===== src/rtl/qsra_pkg.sv =====
`default_nettype none
// ----------------------------------------------------------------------------
// qsra_pkg
// Shared types, constants and helpers for the query slot ring allocator.
// ----------------------------------------------------------------------------
package qsra_pkg;

  localparam int MAX_SLOTS    = 1024;
  localparam int SLOT_W       = $clog2(MAX_SLOTS);
  localparam int CNT_W        = 11;
  localparam int ACT_W        = 12;
  localparam int RING_DEPTH   = 4;
  localparam int RING_IW      = $clog2(RING_DEPTH);
  localparam int RESULT_BYTES = 8;
  localparam int RESULT_SHIFT = $clog2(RESULT_BYTES);
  localparam int OFS_W        = 13;
  localparam int REM_W        = 12;
  localparam int REM_STEP_W   = $clog2(REM_W + 1);

  localparam logic [CNT_W-1:0] CNT_MAX = '1;
  localparam logic [ACT_W-1:0] ACT_MAX = '1;

  localparam logic [1:0] REQ_START = 2'd0;
  localparam logic [1:0] REQ_ALLOC = 2'd1;
  localparam logic [1:0] REQ_END   = 2'd2;

  localparam logic [2:0] RES_STARTED = 3'd0;
  localparam logic [2:0] RES_GRANTED = 3'd1;
  localparam logic [2:0] RES_RESOLVE = 3'd2;
  localparam logic [2:0] RES_DISCARD = 3'd3;
  localparam logic [2:0] RES_MISUSE  = 3'd4;

  localparam logic [2:0] OP_NONE   = 3'd0;
  localparam logic [2:0] OP_START  = 3'd1;
  localparam logic [2:0] OP_GRANT  = 3'd2;
  localparam logic [2:0] OP_CLOSE  = 3'd3;
  localparam logic [2:0] OP_MISUSE = 3'd4;

  typedef struct packed {
    logic [1:0] req_type;
    logic       query_kind;
  } qsra_in_t;

  typedef struct packed {
    logic [2:0]        result_kind;
    logic [SLOT_W-1:0] granted_slot;
    logic [SLOT_W-1:0] resolve_start;
    logic [CNT_W-1:0]  resolve_count;
    logic [OFS_W-1:0]  resolve_offset;
    logic              resolve_kind;
    logic [SLOT_W-1:0] head_slot;
    logic [SLOT_W-1:0] tail_slot;
    logic              heap_full;
    logic              overflow;
    logic              last;
  } qsra_out_t;

  typedef struct packed {
    logic       capture;
    logic       rem_start;
    logic [2:0] op;
    logic       last;
    logic       reopen;
  } qsra_cmd_t;

  typedef struct packed {
    logic [1:0] req_type;
    logic       batch_open;
    logic       split;
    logic       out_free;
    logic       rem_busy;
  } qsra_stat_t;

  function automatic logic [CNT_W-1:0] eff_count(input logic [CNT_W-1:0] sc);
    logic [CNT_W-1:0] c;
    c = sc;
    if (sc < CNT_W'(2)) c = CNT_W'(2);
    if (sc > CNT_W'(MAX_SLOTS)) c = CNT_W'(MAX_SLOTS);
    return c;
  endfunction

  function automatic logic [SLOT_W-1:0] next_slot(input logic [SLOT_W-1:0] s,
                                                   input logic [CNT_W-1:0]  c);
    logic [CNT_W-1:0] n;
    n = CNT_W'(s) + CNT_W'(1);
    return (n >= c) ? '0 : n[SLOT_W-1:0];
  endfunction

  function automatic logic [RING_IW-1:0] next_ring(input logic [RING_IW-1:0] i);
    return (i == RING_IW'(RING_DEPTH - 1)) ? '0 : i + RING_IW'(1);
  endfunction

endpackage
`default_nettype wire


===== src/rtl/qsra_rem_unit.sv =====
`default_nettype none
// ----------------------------------------------------------------------------
// qsra_rem_unit
// Restoring remainder unit, one dividend bit per cycle.
// ----------------------------------------------------------------------------
module qsra_rem_unit (
  input  wire logic                        clk,
  input  wire logic                        rst_n,
  input  wire logic                        start,
  input  wire logic [qsra_pkg::REM_W-1:0]  dividend,
  input  wire logic [qsra_pkg::CNT_W-1:0]  divisor,
  output logic                             busy,
  output logic [qsra_pkg::SLOT_W-1:0]      remainder
);
  import qsra_pkg::*;

  logic                  busy_r, busy_nxt;
  logic [REM_STEP_W-1:0] step_r, step_nxt;
  logic [REM_W-1:0]      quo_r, quo_nxt;
  logic [CNT_W-1:0]      rem_r, rem_nxt;
  logic [CNT_W:0]        shifted;
  logic [CNT_W:0]        diff;

  assign shifted = {rem_r, quo_r[REM_W-1]};
  assign diff    = shifted - {1'b0, divisor};

  always_comb begin
    busy_nxt = busy_r;
    step_nxt = step_r;
    quo_nxt  = quo_r;
    rem_nxt  = rem_r;
    if (start) begin
      busy_nxt = 1'b1;
      step_nxt = REM_STEP_W'(REM_W);
      quo_nxt  = dividend;
      rem_nxt  = '0;
    end else if (busy_r) begin
      quo_nxt  = {quo_r[REM_W-2:0], 1'b0};
      rem_nxt  = (shifted >= {1'b0, divisor}) ? diff[CNT_W-1:0] : shifted[CNT_W-1:0];
      step_nxt = step_r - REM_STEP_W'(1);
      if (step_r == REM_STEP_W'(1)) busy_nxt = 1'b0;
    end
  end

  always_ff @(posedge clk) begin
    if (!rst_n) begin
      busy_r <= 1'b0;
      step_r <= '0;
    end else begin
      busy_r <= busy_nxt;
      step_r <= step_nxt;
    end
    quo_r <= quo_nxt;
    rem_r <= rem_nxt;
  end

  assign busy      = busy_r;
  assign remainder = rem_r[SLOT_W-1:0];

endmodule
`default_nettype wire


===== src/rtl/qsra_datapath.sv =====
`default_nettype none
// ----------------------------------------------------------------------------
// qsra_datapath
// Slot pointers, open batch, recent-batch ring, active count and result
// register; executes one controller operation per cycle.
// ----------------------------------------------------------------------------
module qsra_datapath (
  input  wire logic                       clk,
  input  wire logic                       rst_n,
  input  wire qsra_pkg::qsra_in_t         in_data,
  input  wire logic                       cfg_we,
  input  wire logic [qsra_pkg::CNT_W-1:0] cfg_wdata,
  input  wire qsra_pkg::qsra_cmd_t        cmd,
  output qsra_pkg::qsra_stat_t            stat,
  output logic                            out_valid,
  input  wire logic                       out_stall,
  output qsra_pkg::qsra_out_t             out_data
);
  import qsra_pkg::*;

  qsra_in_t          req_r;
  logic [CNT_W-1:0]  slot_count_r, slot_count_nxt;
  logic [SLOT_W-1:0] last_alloc_r, last_alloc_nxt;
  logic              open_r, open_nxt;
  logic [SLOT_W-1:0] bstart_r, bstart_nxt;
  logic [CNT_W-1:0]  bcount_r, bcount_nxt;
  logic [SLOT_W-1:0] head_r, head_nxt;
  logic [SLOT_W-1:0] tail_r, tail_nxt;
  logic [ACT_W-1:0]  active_r, active_nxt;
  logic [RING_IW-1:0] newest_r, newest_nxt;
  logic [SLOT_W-1:0] rstart_r [RING_DEPTH];
  logic [CNT_W-1:0]  rcount_r [RING_DEPTH];
  logic              ring_we;
  logic              out_valid_r, out_valid_nxt;
  qsra_out_t         out_r, res;

  logic [CNT_W-1:0]   eff;
  logic [CNT_W-1:0]   cfg_eff;
  logic [SLOT_W-1:0]  cur;
  logic [RING_IW-1:0] nw, ni;
  logic [ACT_W:0]     sum;
  logic [ACT_W-1:0]   act1, act2, old_cnt;
  logic               ovf;
  logic               out_free;
  logic               rem_busy;
  logic [SLOT_W-1:0]  rem;
  logic [REM_W-1:0]   dividend;

  assign eff      = eff_count(slot_count_r);
  assign cfg_eff  = eff_count(cfg_wdata);
  assign cur      = next_slot(last_alloc_r, eff);
  assign nw       = next_ring(newest_r);
  assign ni       = next_ring(nw);
  assign sum      = (ACT_W+1)'(active_r) + (ACT_W+1)'(bcount_r);
  assign act1     = sum[ACT_W] ? ACT_MAX : sum[ACT_W-1:0];
  assign ovf      = act1 > ACT_W'(eff);
  assign old_cnt  = ACT_W'(rcount_r[ni]);
  assign act2     = (old_cnt > act1) ? '0 : act1 - old_cnt;
  assign dividend = REM_W'(bstart_r) + REM_W'(bcount_r) - REM_W'(1);
  assign out_free = !out_valid_r || !out_stall;

  qsra_rem_unit u_rem (
    .clk       (clk),
    .rst_n     (rst_n),
    .start     (cmd.rem_start),
    .dividend  (dividend),
    .divisor   (eff),
    .busy      (rem_busy),
    .remainder (rem)
  );

  always_comb begin
    slot_count_nxt = slot_count_r;
    last_alloc_nxt = last_alloc_r;
    open_nxt       = open_r;
    bstart_nxt     = bstart_r;
    bcount_nxt     = bcount_r;
    head_nxt       = head_r;
    tail_nxt       = tail_r;
    active_nxt     = active_r;
    newest_nxt     = newest_r;
    ring_we        = 1'b0;
    res            = '0;
    case (cmd.op)
      OP_START: begin
        bstart_nxt      = cur;
        bcount_nxt      = '0;
        open_nxt        = 1'b1;
        res.result_kind = RES_STARTED;
      end
      OP_GRANT: begin
        if (bcount_r != CNT_MAX) bcount_nxt = bcount_r + CNT_W'(1);
        last_alloc_nxt   = cur;
        res.result_kind  = RES_GRANTED;
        res.granted_slot = cur;
      end
      OP_CLOSE: begin
        open_nxt = 1'b0;
        if (bcount_r == '0) begin
          res.result_kind = RES_DISCARD;
        end else begin
          tail_nxt           = rem;
          active_nxt         = act2;
          newest_nxt         = nw;
          ring_we            = 1'b1;
          head_nxt           = rstart_r[ni];
          res.result_kind    = RES_RESOLVE;
          res.resolve_start  = bstart_r;
          res.resolve_count  = bcount_r;
          res.resolve_offset = OFS_W'(bstart_r) << RESULT_SHIFT;
          res.resolve_kind   = req_r.query_kind;
          res.overflow       = ovf;
        end
        if (cmd.reopen) begin
          bstart_nxt = cur;
          bcount_nxt = '0;
          open_nxt   = 1'b1;
        end
      end
      OP_MISUSE: begin
        res.result_kind = RES_MISUSE;
      end
      default: begin
      end
    endcase
    if (cfg_we) begin
      slot_count_nxt = cfg_wdata;
      last_alloc_nxt = SLOT_W'(cfg_eff - CNT_W'(1));
    end
    res.head_slot = head_nxt;
    res.tail_slot = tail_nxt;
    res.heap_full = (next_slot(tail_nxt, eff) == head_nxt);
    res.last      = cmd.last;
  end

  always_comb begin
    out_valid_nxt = out_valid_r;
    if (cmd.op != OP_NONE) out_valid_nxt = 1'b1;
    else if (!out_stall)   out_valid_nxt = 1'b0;
  end

  always_ff @(posedge clk) begin
    if (!rst_n) begin
      slot_count_r <= CNT_W'(MAX_SLOTS);
      last_alloc_r <= SLOT_W'(MAX_SLOTS - 1);
      open_r       <= 1'b0;
      bstart_r     <= '0;
      bcount_r     <= '0;
      head_r       <= '0;
      tail_r       <= '0;
      active_r     <= '0;
      newest_r     <= RING_IW'(RING_DEPTH - 1);
      out_valid_r  <= 1'b0;
      for (int i = 0; i < RING_DEPTH; i++) begin
        rstart_r[i] <= '0;
        rcount_r[i] <= '0;
      end
    end else begin
      slot_count_r <= slot_count_nxt;
      last_alloc_r <= last_alloc_nxt;
      open_r       <= open_nxt;
      bstart_r     <= bstart_nxt;
      bcount_r     <= bcount_nxt;
      head_r       <= head_nxt;
      tail_r       <= tail_nxt;
      active_r     <= active_nxt;
      newest_r     <= newest_nxt;
      out_valid_r  <= out_valid_nxt;
      if (ring_we) begin
        rstart_r[nw] <= bstart_r;
        rcount_r[nw] <= bcount_r;
      end
    end
    if (cmd.capture) req_r <= in_data;
    if (cmd.op != OP_NONE) out_r <= res;
  end

  assign stat.req_type   = req_r.req_type;
  assign stat.batch_open = open_r;
  assign stat.split      = bstart_r > cur;
  assign stat.out_free   = out_free;
  assign stat.rem_busy   = rem_busy;

  assign out_valid = out_valid_r;
  assign out_data  = out_r;

endmodule
`default_nettype wire


===== src/rtl/qsra_ctrl.sv =====
`default_nettype none
// ----------------------------------------------------------------------------
// qsra_ctrl
// Request sequencer: captures a request, picks the operations it needs and
// issues them to the datapath as the result register frees up.
// ----------------------------------------------------------------------------
module qsra_ctrl (
  input  wire logic                 clk,
  input  wire logic                 rst_n,
  input  wire logic                 in_valid,
  output logic                      in_stall,
  input  wire qsra_pkg::qsra_stat_t stat,
  output qsra_pkg::qsra_cmd_t       cmd
);
  import qsra_pkg::*;

  localparam logic [1:0] ST_IDLE   = 2'd0;
  localparam logic [1:0] ST_DECIDE = 2'd1;
  localparam logic [1:0] ST_REMW   = 2'd2;
  localparam logic [1:0] ST_GRANT  = 2'd3;

  logic [1:0] state_r, state_nxt;
  logic       close_path;

  assign close_path = stat.batch_open &&
                      (stat.req_type == REQ_END ||
                       (stat.req_type == REQ_ALLOC && stat.split));

  always_comb begin
    state_nxt = state_r;
    cmd       = '0;
    cmd.op    = OP_NONE;
    case (state_r)
      ST_IDLE: begin
        if (in_valid) begin
          cmd.capture = 1'b1;
          state_nxt   = ST_DECIDE;
        end
      end
      ST_DECIDE: begin
        if (close_path) begin
          cmd.rem_start = 1'b1;
          state_nxt     = ST_REMW;
        end else if (stat.out_free) begin
          if (stat.req_type == REQ_START && !stat.batch_open) cmd.op = OP_START;
          else if (stat.req_type == REQ_ALLOC && stat.batch_open) cmd.op = OP_GRANT;
          else cmd.op = OP_MISUSE;
          cmd.last  = 1'b1;
          state_nxt = ST_IDLE;
        end
      end
      ST_REMW: begin
        if (!stat.rem_busy && stat.out_free) begin
          cmd.op = OP_CLOSE;
          if (stat.req_type == REQ_ALLOC) begin
            cmd.reopen = 1'b1;
            state_nxt  = ST_GRANT;
          end else begin
            cmd.last  = 1'b1;
            state_nxt = ST_IDLE;
          end
        end
      end
      ST_GRANT: begin
        if (stat.out_free) begin
          cmd.op    = OP_GRANT;
          cmd.last  = 1'b1;
          state_nxt = ST_IDLE;
        end
      end
      default: begin
        state_nxt = ST_IDLE;
      end
    endcase
  end

  always_ff @(posedge clk) begin
    if (!rst_n) begin
      state_r <= ST_IDLE;
    end else begin
      state_r <= state_nxt;
    end
  end

  assign in_stall = (state_r != ST_IDLE);

endmodule
`default_nettype wire


===== src/rtl/query_slot_ring_allocator.sv =====
`default_nettype none
// ----------------------------------------------------------------------------
// query_slot_ring_allocator
// Batched query slot allocator over a circular heap with resolve commands.
// ----------------------------------------------------------------------------
// One request is taken at a time. A start, allocate or misused request
// is captured, decided and issued as one operation; an end request also
// waits in a remainder state, and an allocate that wraps inside an open
// batch is followed by a grant state, because closing a batch runs a
// 12-step remainder unit to fold the tail slot into the current slot
// count. A stalled result register adds its stall time. A request may be
// accepted while the previous result is still waiting on the output.
// ----------------------------------------------------------------------------
module query_slot_ring_allocator (
  input  wire logic                       clk,
  input  wire logic                       rst_n,
  input  wire logic                       in_valid,
  output logic                            in_stall,
  input  wire qsra_pkg::qsra_in_t         in_data,
  output logic                            out_valid,
  input  wire logic                       out_stall,
  output qsra_pkg::qsra_out_t             out_data,
  input  wire logic                       cfg_we,
  input  wire logic [qsra_pkg::CNT_W-1:0] cfg_wdata
);
  import qsra_pkg::*;

  qsra_cmd_t  cmd;
  qsra_stat_t stat;

  qsra_ctrl u_ctrl (
    .clk      (clk),
    .rst_n    (rst_n),
    .in_valid (in_valid),
    .in_stall (in_stall),
    .stat     (stat),
    .cmd      (cmd)
  );

  qsra_datapath u_dp (
    .clk       (clk),
    .rst_n     (rst_n),
    .in_data   (in_data),
    .cfg_we    (cfg_we),
    .cfg_wdata (cfg_wdata),
    .cmd       (cmd),
    .stat      (stat),
    .out_valid (out_valid),
    .out_stall (out_stall),
    .out_data  (out_data)
  );

endmodule
`default_nettype wire


===== config.mk =====
export PLATFORM = sky130hd
export DESIGN_NAME = query_slot_ring_allocator
export DESIGN_NICKNAME = d
export VERILOG_FILES = /design/src/rtl/qsra_pkg.sv /design/src/rtl/qsra_rem_unit.sv /design/src/rtl/qsra_datapath.sv /design/src/rtl/qsra_ctrl.sv /design/src/rtl/query_slot_ring_allocator.sv
export SDC_FILE = /design/constraint.sdc
export NUM_CORES = 1
export LEC_CHECK = 0
export BUFFER_PORTS_ARGS = -buffer_cell sky130_fd_sc_hd__buf_4
export CORE_ASPECT_RATIO = 0.5
export CORE_UTILIZATION = 45
export CTS_CLUSTER_DIAMETER = 150
export DETAILED_ROUTE_END_ITERATION = 10
export HOLD_SLACK_MARGIN = 0.03
export PLACE_DENSITY = 0.66
export SLEW_MARGIN = 40
export SYNTH_ARGS = -nofsm -noshare
export SYNTH_HDL_FRONTEND = slang
export SYNTH_HIERARCHICAL = 1
export SYNTH_SLANG_ARGS = --single-unit

===== constraint.sdc =====
create_clock -name clk -period 17 [get_ports clk]
set_input_delay 2.55 -clock clk [delete_from_list [all_inputs] [get_ports clk]]
set_output_delay 2.55 -clock clk [all_outputs]
set_load 0.005 [all_outputs]

==> results of run 1 <==
==> through the flow <==
step                      total power [mW]  hold WS (ps)  setup WS [ps]
final                                 1.52           483           7070
after global routing                  1.59           499           6430
after CTS                             1.53           479           6980
after detailed placement             0.971           467           7030
after global placement               0.962           462           7520
after floorplan                      0.909           446           8210
==> power by group <==
| group | switching, mW | internal [mW] | total, mW |
|---|---|---|---|
| Combinational | 0.155 | 0.105 | 0.259 |
| Clock | 0.243 | 0.313 | 0.556 |
| Sequential | 0.0275 | 0.679 | 0.706 |
==> cells in the final DEF, fill, tap and decap left out, types with 14 or more instances in the layout <==
cell and instances:
sky130_fd_sc_hd__mux2_2 16, sky130_fd_sc_hd__nor2_1 137, sky130_fd_sc_hd__mux2i_1 30, sky130_fd_sc_hd__nand3_1 49
sky130_fd_sc_hd__o21a_1 17, sky130_fd_sc_hd__mux4_2 21, sky130_fd_sc_hd__xnor2_1 46, sky130_fd_sc_hd__nor4_1 31
sky130_fd_sc_hd__edfxtp_1 157, sky130_fd_sc_hd__nand4_1 14, sky130_fd_sc_hd__and2_1 60, sky130_fd_sc_hd__a21oi_1 50
sky130_fd_sc_hd__nor3_1 17, sky130_fd_sc_hd__a21o_1 18, sky130_fd_sc_hd__inv_1 126, sky130_fd_sc_hd__a31oi_1 14
sky130_fd_sc_hd__o21ai_0 57, sky130_fd_sc_hd__nand2_1 89, sky130_fd_sc_hd__clkbuf_16 27, sky130_fd_sc_hd__ha_1 103
sky130_fd_sc_hd__xor2_1 15, sky130_fd_sc_hd__buf_4 105, sky130_fd_sc_hd__dfxtp_1 96, sky130_fd_sc_hd__nand2b_1 19
==> final cells by class <==
type	instances	share of cell area
Inverter	133	0.0304
Timing Repair Buffer	105	0.0480
Clock inverter	6	0.00244
Multi-Input combinational cell	970	0.435
Tap cell	432	0.0329
Clock buffer	40	0.0472
Sequential cell	253	0.404
==> cell families (layout without fill, tap and decap cells) <==
family	after synthesis	after routing	share of synthesized area
AOI/OAI and AO/OA	243	243	0.114
DFF	253	253	0.452
adders and majority gates	108	108	0.0940
xor gates and xnor gates	62	62	0.0379
buffers and inverters	211	284	0.0652
and+or+nand+nor	486	486	0.171
muxes	68	68	0.0658
other	1	3	0.000255
==> flip-flops by register name, indices dropped and copies added (netlist names), 11 cells and up <==
register and cells:
u_dp/slot_count_r 11, u_dp/active_r 12, u_dp/rcount_r 44, u_dp/rstart_r 40, u_dp/bcount_r 11, u_dp/u_rem/rem_r 11
u_dp/out_data 58, u_dp/u_rem/quo_r 12
==> metal layers <==
metal	track usage	routed length (um)	up-vias
met5	0	11	-
met4	0.0633	831	2
met3	0.0402	2680	61
met2	0.391	18200	416
met1	0.319	17800	5467
li1	-	-	5214
==> worst reg2reg max path, delay by kind of cell (launching register included) <==
| kind | cells | cell delay, ps |
|---|---|---|
| AOI/OAI and AO/OA | 20 | 4610 |
| xor gates and xnor gates | 1 | 210 |
| adders and majority gates | 3 | 930 |
| buffers and inverters | 2 | 730 |
| DFF | 1 | 330 |
| muxes | 1 | 400 |
| and+or+nand+nor | 10 | 2520 |
==> path summary, 6_finish.rpt <==
kind	startpoint	endpoint	slack [ps]	cells past startpoint
setup reg to reg	u_dp/slot_count_r[8]	u_dp/out_data[2]	7070	37
hold / removal	u_dp/active_r[10]	u_dp/active_r[10]	480	2
setup / recovery	u_dp/slot_count_r[8]	u_dp/out_data[2]	7070	37
hold reg to reg	u_dp/active_r[10]	u_dp/active_r[10]	480	2
==> impl_metrics.prom, run 1 <==
# TYPE chip_impl_metric gauge
chip_impl_metric{name="gp_congestion",unit=""} 0.946
chip_impl_metric{name="dpl-instance-area",unit="um^2"} 15600
chip_impl_info{name="worst_setup_path_end_kind",value="flop"} 1
chip_impl_metric{name="fin_nets",unit=""} 1615
chip_impl_metric{name="ys_types",unit=""} 94
chip_impl_info{name="critical-path-slowest-cell",value="sky130_fd_sc_hd__buf_4"} 1
chip_impl_metric{name="tightest_slew",unit="ps"} 831
chip_impl_info{name="synth_most_common_cell",value="sky130_fd_sc_hd__edfxtp_1"} 1
chip_impl_metric{name="numPlacedInstances",unit=""} 1893
chip_impl_info{name="ys.flop_type",value="sky130_fd_sc_hd__edfxtp_1"} 1
chip_impl_metric{name="multiInputGateArea",unit="um^2"} 7140
chip_impl_metric{name="port-buffer-count",unit=""} 88
chip_impl_metric{name="syn-cell-area",unit="um^2"} 14700
chip_impl_metric{name="seq_area_frac_synth",unit=""} 0.452
chip_impl_metric{name="first_pass_iters",unit=""} 5
chip_impl_metric{name="cts_hold_buf",unit=""} 0
chip_impl_metric{name="clk-insertion-delay-late",unit="ps"} 550
chip_impl_info{name="cts_tree",value="yes"} 1
chip_impl_info{name="clockRootBuffer",value="sky130_fd_sc_hd__clkbuf_16"} 1
chip_impl_metric{name="htree_levels",unit=""} 1
chip_impl_metric{name="drtAntennaViolNets",unit=""} 0
chip_impl_info{name="timing_worst_setup_path_type",value="flop to flop"} 1
chip_impl_metric{name="cts.repair.resized",unit=""} 0
chip_impl_metric{name="cts_buffers",unit=""} 25
chip_impl_metric{name="clk_pin_slew_worst_paths",unit="ps"} 70
chip_impl_metric{name="number_of_enable_type_register_cells_in_the_synthesized_netlist",unit=""} 157
chip_impl_metric{name="final.setup.tns",unit="ps"} 0
chip_impl_metric{name="synth_top_area_share",unit=""} 0.321
chip_impl_metric{name="worst_clock_skew",unit="ps"} 14.1
chip_impl_metric{name="timing.fmax",unit="MHz"} 101
chip_impl_metric{name="clock_path_buffers",unit=""} 3
chip_impl_metric{name="post-route-min-period",unit="ps"} 9930
chip_impl_metric{name="peakVddDrop",unit="uV"} 62.9
chip_impl_metric{name="cts.sinks",unit=""} 253
chip_impl_metric{name="arrival_time_at_the_worst_endpoint",unit="ps"} 10280
chip_impl_metric{name="via_count",unit=""} 11160
chip_impl_metric{name="syn_inst",unit=""} 1432
chip_impl_metric{name="die-height",unit="um"} 130
chip_impl_metric{name="synth-warning-count",unit=""} 6
chip_impl_metric{name="power_density",unit="nW/um^2"} 92.7
chip_impl_metric{name="final_area",unit="um^2"} 16400
chip_impl_info{name="grt_setup_unrepaired",value="no"} 1
chip_impl_metric{name="starting_drc_count_in_detailed_routing",unit=""} 1115
chip_impl_metric{name="setup_viol_count_final",unit=""} 0
chip_impl_metric{name="required",unit="ps"} 17350
chip_impl_metric{name="max_cap_viol_count",unit=""} 0
chip_impl_metric{name="grt_start_max_net_pins",unit=""} 57
chip_impl_metric{name="grt_pass1_vias",unit=""} 10925
chip_impl_metric{name="die_footprint",unit="um^2"} 33400
chip_impl_metric{name="cp_slowest_stage_delay",unit="ps"} 650
chip_impl_metric{name="placementRows",unit=""} 46
chip_impl_metric{name="die_w",unit="um"} 258
chip_impl_metric{name="antenna_found_initial",unit=""} 1
chip_impl_metric{name="postSynthRegisterBits",unit=""} 253
chip_impl_info{name="startpoint_type",value="flop"} 1
chip_impl_metric{name="area_growth",unit="%"} 11.8
chip_impl_metric{name="critical_path_peak_fanout",unit=""} 56
chip_impl_info{name="outcome",value="finished, final reports clean"} 1
chip_impl_metric{name="register_area",unit="um^2"} 6640
chip_impl_metric{name="globalRouteOverflowTotal",unit=""} 0
chip_impl_info{name="cpLargestDelayFamily",value="compound AO/OA/AOI/OAI gates"} 1
chip_impl_metric{name="synthArstFlopShare",unit=""} 0
chip_impl_metric{name="max_slew_margin",unit=""} 0.440
chip_impl_metric{name="dp_hpwl",unit="um"} 28300
chip_impl_metric{name="core_region_area",unit="um^2"} 31900
chip_impl_metric{name="nFillCells",unit=""} 2859
chip_impl_metric{name="remaining_drc_errors",unit=""} 0
chip_impl_metric{name="n_antenna_cell",unit=""} 0
chip_impl_metric{name="grt_first_pass_wirelength",unit="um"} 61100
chip_impl_info{name="yosys-top-cells-count",value="sky130_fd_sc_hd__edfxtp_1 (157), sky130_fd_sc_hd__nor2_1 (139), sky130_fd_sc_hd__inv_1 (127)"} 1
chip_impl_metric{name="share_of_post_route_cells_with_drive_strength_above_1",unit=""} 0.146
chip_impl_metric{name="post_synth.cell_area_avg",unit="um^2"} 10.3
chip_impl_metric{name="post-cts-setup-buffer-count",unit=""} 0
chip_impl_metric{name="wl",unit="um"} 39500
chip_impl_metric{name="avgViaCountPerCell",unit=""} 5.76
chip_impl_metric{name="num_io_pins",unit=""} 92
chip_impl_metric{name="report.final.hold_viol_count",unit=""} 0
chip_impl_metric{name="grt.total_usage",unit=""} 0.235
chip_impl_metric{name="min_period_over_period",unit=""} 0.584
chip_impl_metric{name="final_cells",unit=""} 1939
chip_impl_metric{name="wire_per_inst",unit="um"} 20.4
chip_impl_info{name="timing.critical_path.mode_cell",value="sky130_fd_sc_hd__a21o_1"} 1
chip_impl_metric{name="timing_max_transition_violations_final",unit=""} 0
chip_impl_info{name="netlist.top_cell.by_area",value="sky130_fd_sc_hd__edfxtp_1"} 1
chip_impl_info{name="synth.top_cells.by_area",value="sky130_fd_sc_hd__edfxtp_1 (32%), sky130_fd_sc_hd__dfxtp_1 (13%), sky130_fd_sc_hd__ha_1 (8.9%)"} 1
chip_impl_metric{name="cp.buffers_inverters",unit=""} 2
chip_impl_info{name="hold_class",value="flop to flop"} 1
chip_impl_metric{name="layout.core_utilization",unit=""} 0.515
chip_impl_metric{name="power.leakage",unit="nW"} 6.77
chip_impl_metric{name="floorplan.initialDensity",unit=""} 0.461
Power figures use the tool's default switching activity.
==> run 2, diff against run 1 <==
--- a/config.mk
+++ b/config.mk
@@ -11,7 +11,7 @@
 export CTS_CLUSTER_DIAMETER = 150
 export DETAILED_ROUTE_END_ITERATION = 10
 export HOLD_SLACK_MARGIN = 0.03
-export PLACE_DENSITY = 0.66
+export PLACE_DENSITY = 0.68
 export SLEW_MARGIN = 40
 export SYNTH_ARGS = -nofsm -noshare
 export SYNTH_HDL_FRONTEND = slang
==> constraint.sdc (replaced) <==
create_clock -name clk -period 8.4 [get_ports clk]
set_input_delay 1.26 -clock clk [delete_from_list [all_inputs] [get_ports clk]]
set_output_delay 1.26 -clock clk [all_outputs]
set_load 0.005 [all_outputs]
==> run 2 against run 1 <==
  * Combinational power up 120%
  * Sequential power increased by 100%
  * Final area grew 2.0%
  * Routed wire length is 0.52% lower
  * Clock skew increased by 9.9 ps
  * Global-route usage shrank 0.28 points
  * Utilization is 1.0 points higher
  * Critical path type unchanged
  * Critical endpoint unchanged
  * Largest cell class unchanged
  * Highest routed layer unchanged
==> impl_metrics.prom, run 2 (synthesized netlist as in run 1, its figures left out) <==
# TYPE chip_impl_metric gauge
chip_impl_info{name="outcome",value="finished, final reports clean"} 1
chip_impl_metric{name="worst_clock_skew",unit="ps"} 24.0
chip_impl_info{name="cp_startpoint",value="u_dp/slot_count_r[5]"} 1
chip_impl_metric{name="die-height",unit="um"} 130
chip_impl_metric{name="arrival_time_at_the_worst_endpoint",unit="ps"} 8380
chip_impl_metric{name="core_region_area",unit="um^2"} 31900
chip_impl_metric{name="timing_max_transition_violations_final",unit=""} 0
chip_impl_metric{name="grt_first_pass_wirelength",unit="um"} 60800
chip_impl_info{name="worst_setup_path_end_kind",value="flop"} 1
chip_impl_metric{name="antenna_found_initial",unit=""} 1
chip_impl_metric{name="report.final.hold_viol_count",unit=""} 0
chip_impl_metric{name="floorplan.initialDensity",unit=""} 0.461
chip_impl_metric{name="wl_met3",unit="um"} 2260
chip_impl_metric{name="grt.total_usage",unit=""} 0.232
chip_impl_info{name="layout_commonest_cell",value="sky130_fd_sc_hd__edfxtp_1"} 1
chip_impl_metric{name="fin_ws",unit="ps"} 372
chip_impl_info{name="hold_path.startpoint",value="u_dp/active_r[4]"} 1
chip_impl_metric{name="port-buffer-count",unit=""} 88
chip_impl_metric{name="clk-insertion-delay-late",unit="ps"} 560
chip_impl_metric{name="cp_slowest_stage_delay",unit="ps"} 390
chip_impl_metric{name="clk_pin_slew_worst_paths",unit="ps"} 70
chip_impl_metric{name="sequentialPowerShare",unit=""} 0.443
chip_impl_metric{name="die_footprint",unit="um^2"} 33400
chip_impl_metric{name="intPower",unit="mW"} 2.33
chip_impl_metric{name="cts_buffers",unit=""} 25
chip_impl_info{name="critical-path-slowest-cell",value="sky130_fd_sc_hd__a2111oi_2"} 1
chip_impl_info{name="layout.cells.most_common_list",value="sky130_fd_sc_hd__edfxtp_1 (157), sky130_fd_sc_hd__nor2_1 (136), sky130_fd_sc_hd__buf_4 (125), sky130_fd_sc_hd__inv_1 (125), sky130_fd_sc_hd__ha_1 (102)"} 1
chip_impl_metric{name="num_io_pins",unit=""} 92
chip_impl_metric{name="power.leakage",unit="nW"} 6.94
chip_impl_metric{name="gp_congestion",unit=""} 0.914
chip_impl_metric{name="die_w",unit="um"} 258
chip_impl_metric{name="critical_path_peak_fanout",unit=""} 11
chip_impl_metric{name="clock_power_share",unit=""} 0.384
chip_impl_metric{name="peakVddDrop",unit="uV"} 137
chip_impl_info{name="rr_startpoint",value="u_dp/slot_count_r[5]"} 1
chip_impl_metric{name="drtAntennaViolNets",unit=""} 0
chip_impl_metric{name="starting_drc_count_in_detailed_routing",unit=""} 1132
chip_impl_metric{name="nFillCells",unit=""} 2822
chip_impl_metric{name="setup_viol_count_final",unit=""} 0
chip_impl_metric{name="tightest_slew",unit="ps"} 808
chip_impl_metric{name="p_comb_frac",unit=""} 0.173
chip_impl_info{name="startpoint_type",value="flop"} 1
chip_impl_metric{name="via_count",unit=""} 11215
chip_impl_metric{name="power_density",unit="nW/um^2"} 192
chip_impl_metric{name="grt_start_max_net_pins",unit=""} 46
chip_impl_metric{name="min_period_over_period",unit=""} 0.956
chip_impl_metric{name="met2RoutedLength",unit="um"} 18300
chip_impl_metric{name="area_growth",unit="%"} 14.0
chip_impl_info{name="timing.critical_path.mode_cell",value="sky130_fd_sc_hd__a21o_1"} 1
chip_impl_metric{name="cts.sinks",unit=""} 253
chip_impl_metric{name="max_slew_margin",unit=""} 0.461
chip_impl_info{name="timing_worst_setup_path_type",value="flop to flop"} 1
chip_impl_metric{name="remaining_drc_errors",unit=""} 0
chip_impl_metric{name="wl",unit="um"} 39300
chip_impl_info{name="clockRootBuffer",value="sky130_fd_sc_hd__clkbuf_16"} 1
chip_impl_metric{name="post-route-min-period",unit="ps"} 8030
chip_impl_metric{name="wire_per_inst",unit="um"} 20.0
chip_impl_metric{name="dp_hpwl",unit="um"} 27900
chip_impl_info{name="cts_tree",value="yes"} 1
chip_impl_metric{name="avgViaCountPerCell",unit=""} 5.71
chip_impl_metric{name="p_switching",unit="uW"} 890
chip_impl_metric{name="globalRouteOverflowTotal",unit=""} 0
chip_impl_metric{name="htree_levels",unit=""} 1
chip_impl_metric{name="largest_register_ff_count",unit=""} 58
chip_impl_metric{name="first_pass_iters",unit=""} 5
chip_impl_metric{name="grt_pass1_vias",unit=""} 10826
chip_impl_metric{name="wl_met1",unit="um"} 17800
chip_impl_metric{name="layout.core_utilization",unit=""} 0.525
chip_impl_metric{name="netSwitchingFraction",unit=""} 0.276
chip_impl_metric{name="clock_path_buffers",unit=""} 3
chip_impl_metric{name="fin_nets",unit=""} 1638
chip_impl_metric{name="max_cap_viol_count",unit=""} 0
chip_impl_info{name="hold_class",value="flop to flop"} 1
chip_impl_metric{name="timing.fmax",unit="MHz"} 125
chip_impl_metric{name="placementRows",unit=""} 46
chip_impl_info{name="routed.top_layer",value="met5"} 1
chip_impl_metric{name="worst_setup_slack_post_dpl",unit="ps"} -18.9
chip_impl_metric{name="share_of_post_route_cells_with_drive_strength_above_1",unit=""} 0.169
chip_impl_metric{name="required",unit="ps"} 8750
## run 2: final timing paths
| check | end | slack, ps | depth (start not counted) |
|---|---|---|---|
| max | u_dp/out_data[2] | 370 | 41 |
| min reg2reg | u_dp/active_r[4] | 480 | 1 |
| min | u_dp/active_r[4] | 480 | 1 |
| max reg2reg | u_dp/out_data[2] | 370 | 41 |
## run 2: through the flow
step                std cells  TNS, ps  area [um^2]  power [mW]  hold WS, ps
CTS                      1955        0        16600        3.22          481
global placement         1909        0        15700        1.97          461
detailed placement       1909    -18.9        15700        1.99          465
finish                   1963        0        16800        3.22          479
global route             1962     -129        16800        3.36          500
floorplan                1434        0        14700        1.84          446
## run 2: repair_timing
item                                    CTS  global route
pin swaps                                 0             5
endpoints found under the setup margin    1             1
buffers inserted                          0             6
cloned                                    0             1
resized for setup                         2            14
hold buffers                              0             0
## run 2: critical path: cells and delay by family (launching register included)
| family | cells | cell delay, ps |
|---|---|---|
| multiplexers | 2 | 360 |
| AND/OR/NAND/NOR | 12 | 1550 |
| AO/OA/AOI/OAI | 17 | 3540 |
| adder cells (fa/ha/maj) | 4 | 1060 |
| buffers and inverters | 5 | 700 |
| XOR/XNOR | 1 | 270 |
| flip-flops | 1 | 320 |
## run 2: cell type report
class	instances	area, um^2	share of cell area
multi-input combinational	970	7200	0.430
inverter	133	502	0.0299
clock buffer	30	664	0.0397
tap	432	541	0.0323
timing repair buffer	128	966	0.0577
sequential	253	6640	0.396
antenna	1	2.50	0.000149
clock inverter	16	239	0.0143
## run 2: power by group through the flow
stage	Clock (mW)	Combinational (mW)	Sequential (mW)
2_1_floorplan	0	0.411	1.43
3_3_place_gp	0	0.515	1.45
3_5_place_dp	0	0.530	1.46
4_1_cts	1.26	0.534	1.43
5_1_grt	1.31	0.615	1.44
6_report	1.24	0.557	1.43
## run 2: metal layers
metal / GRT usage / up-vias
met5: 0 / -
met4: 0.0578 / 2
met3: 0.0299 / 67
met2: 0.387 / 368
met1: 0.323 / 5513
li1: - / 5265
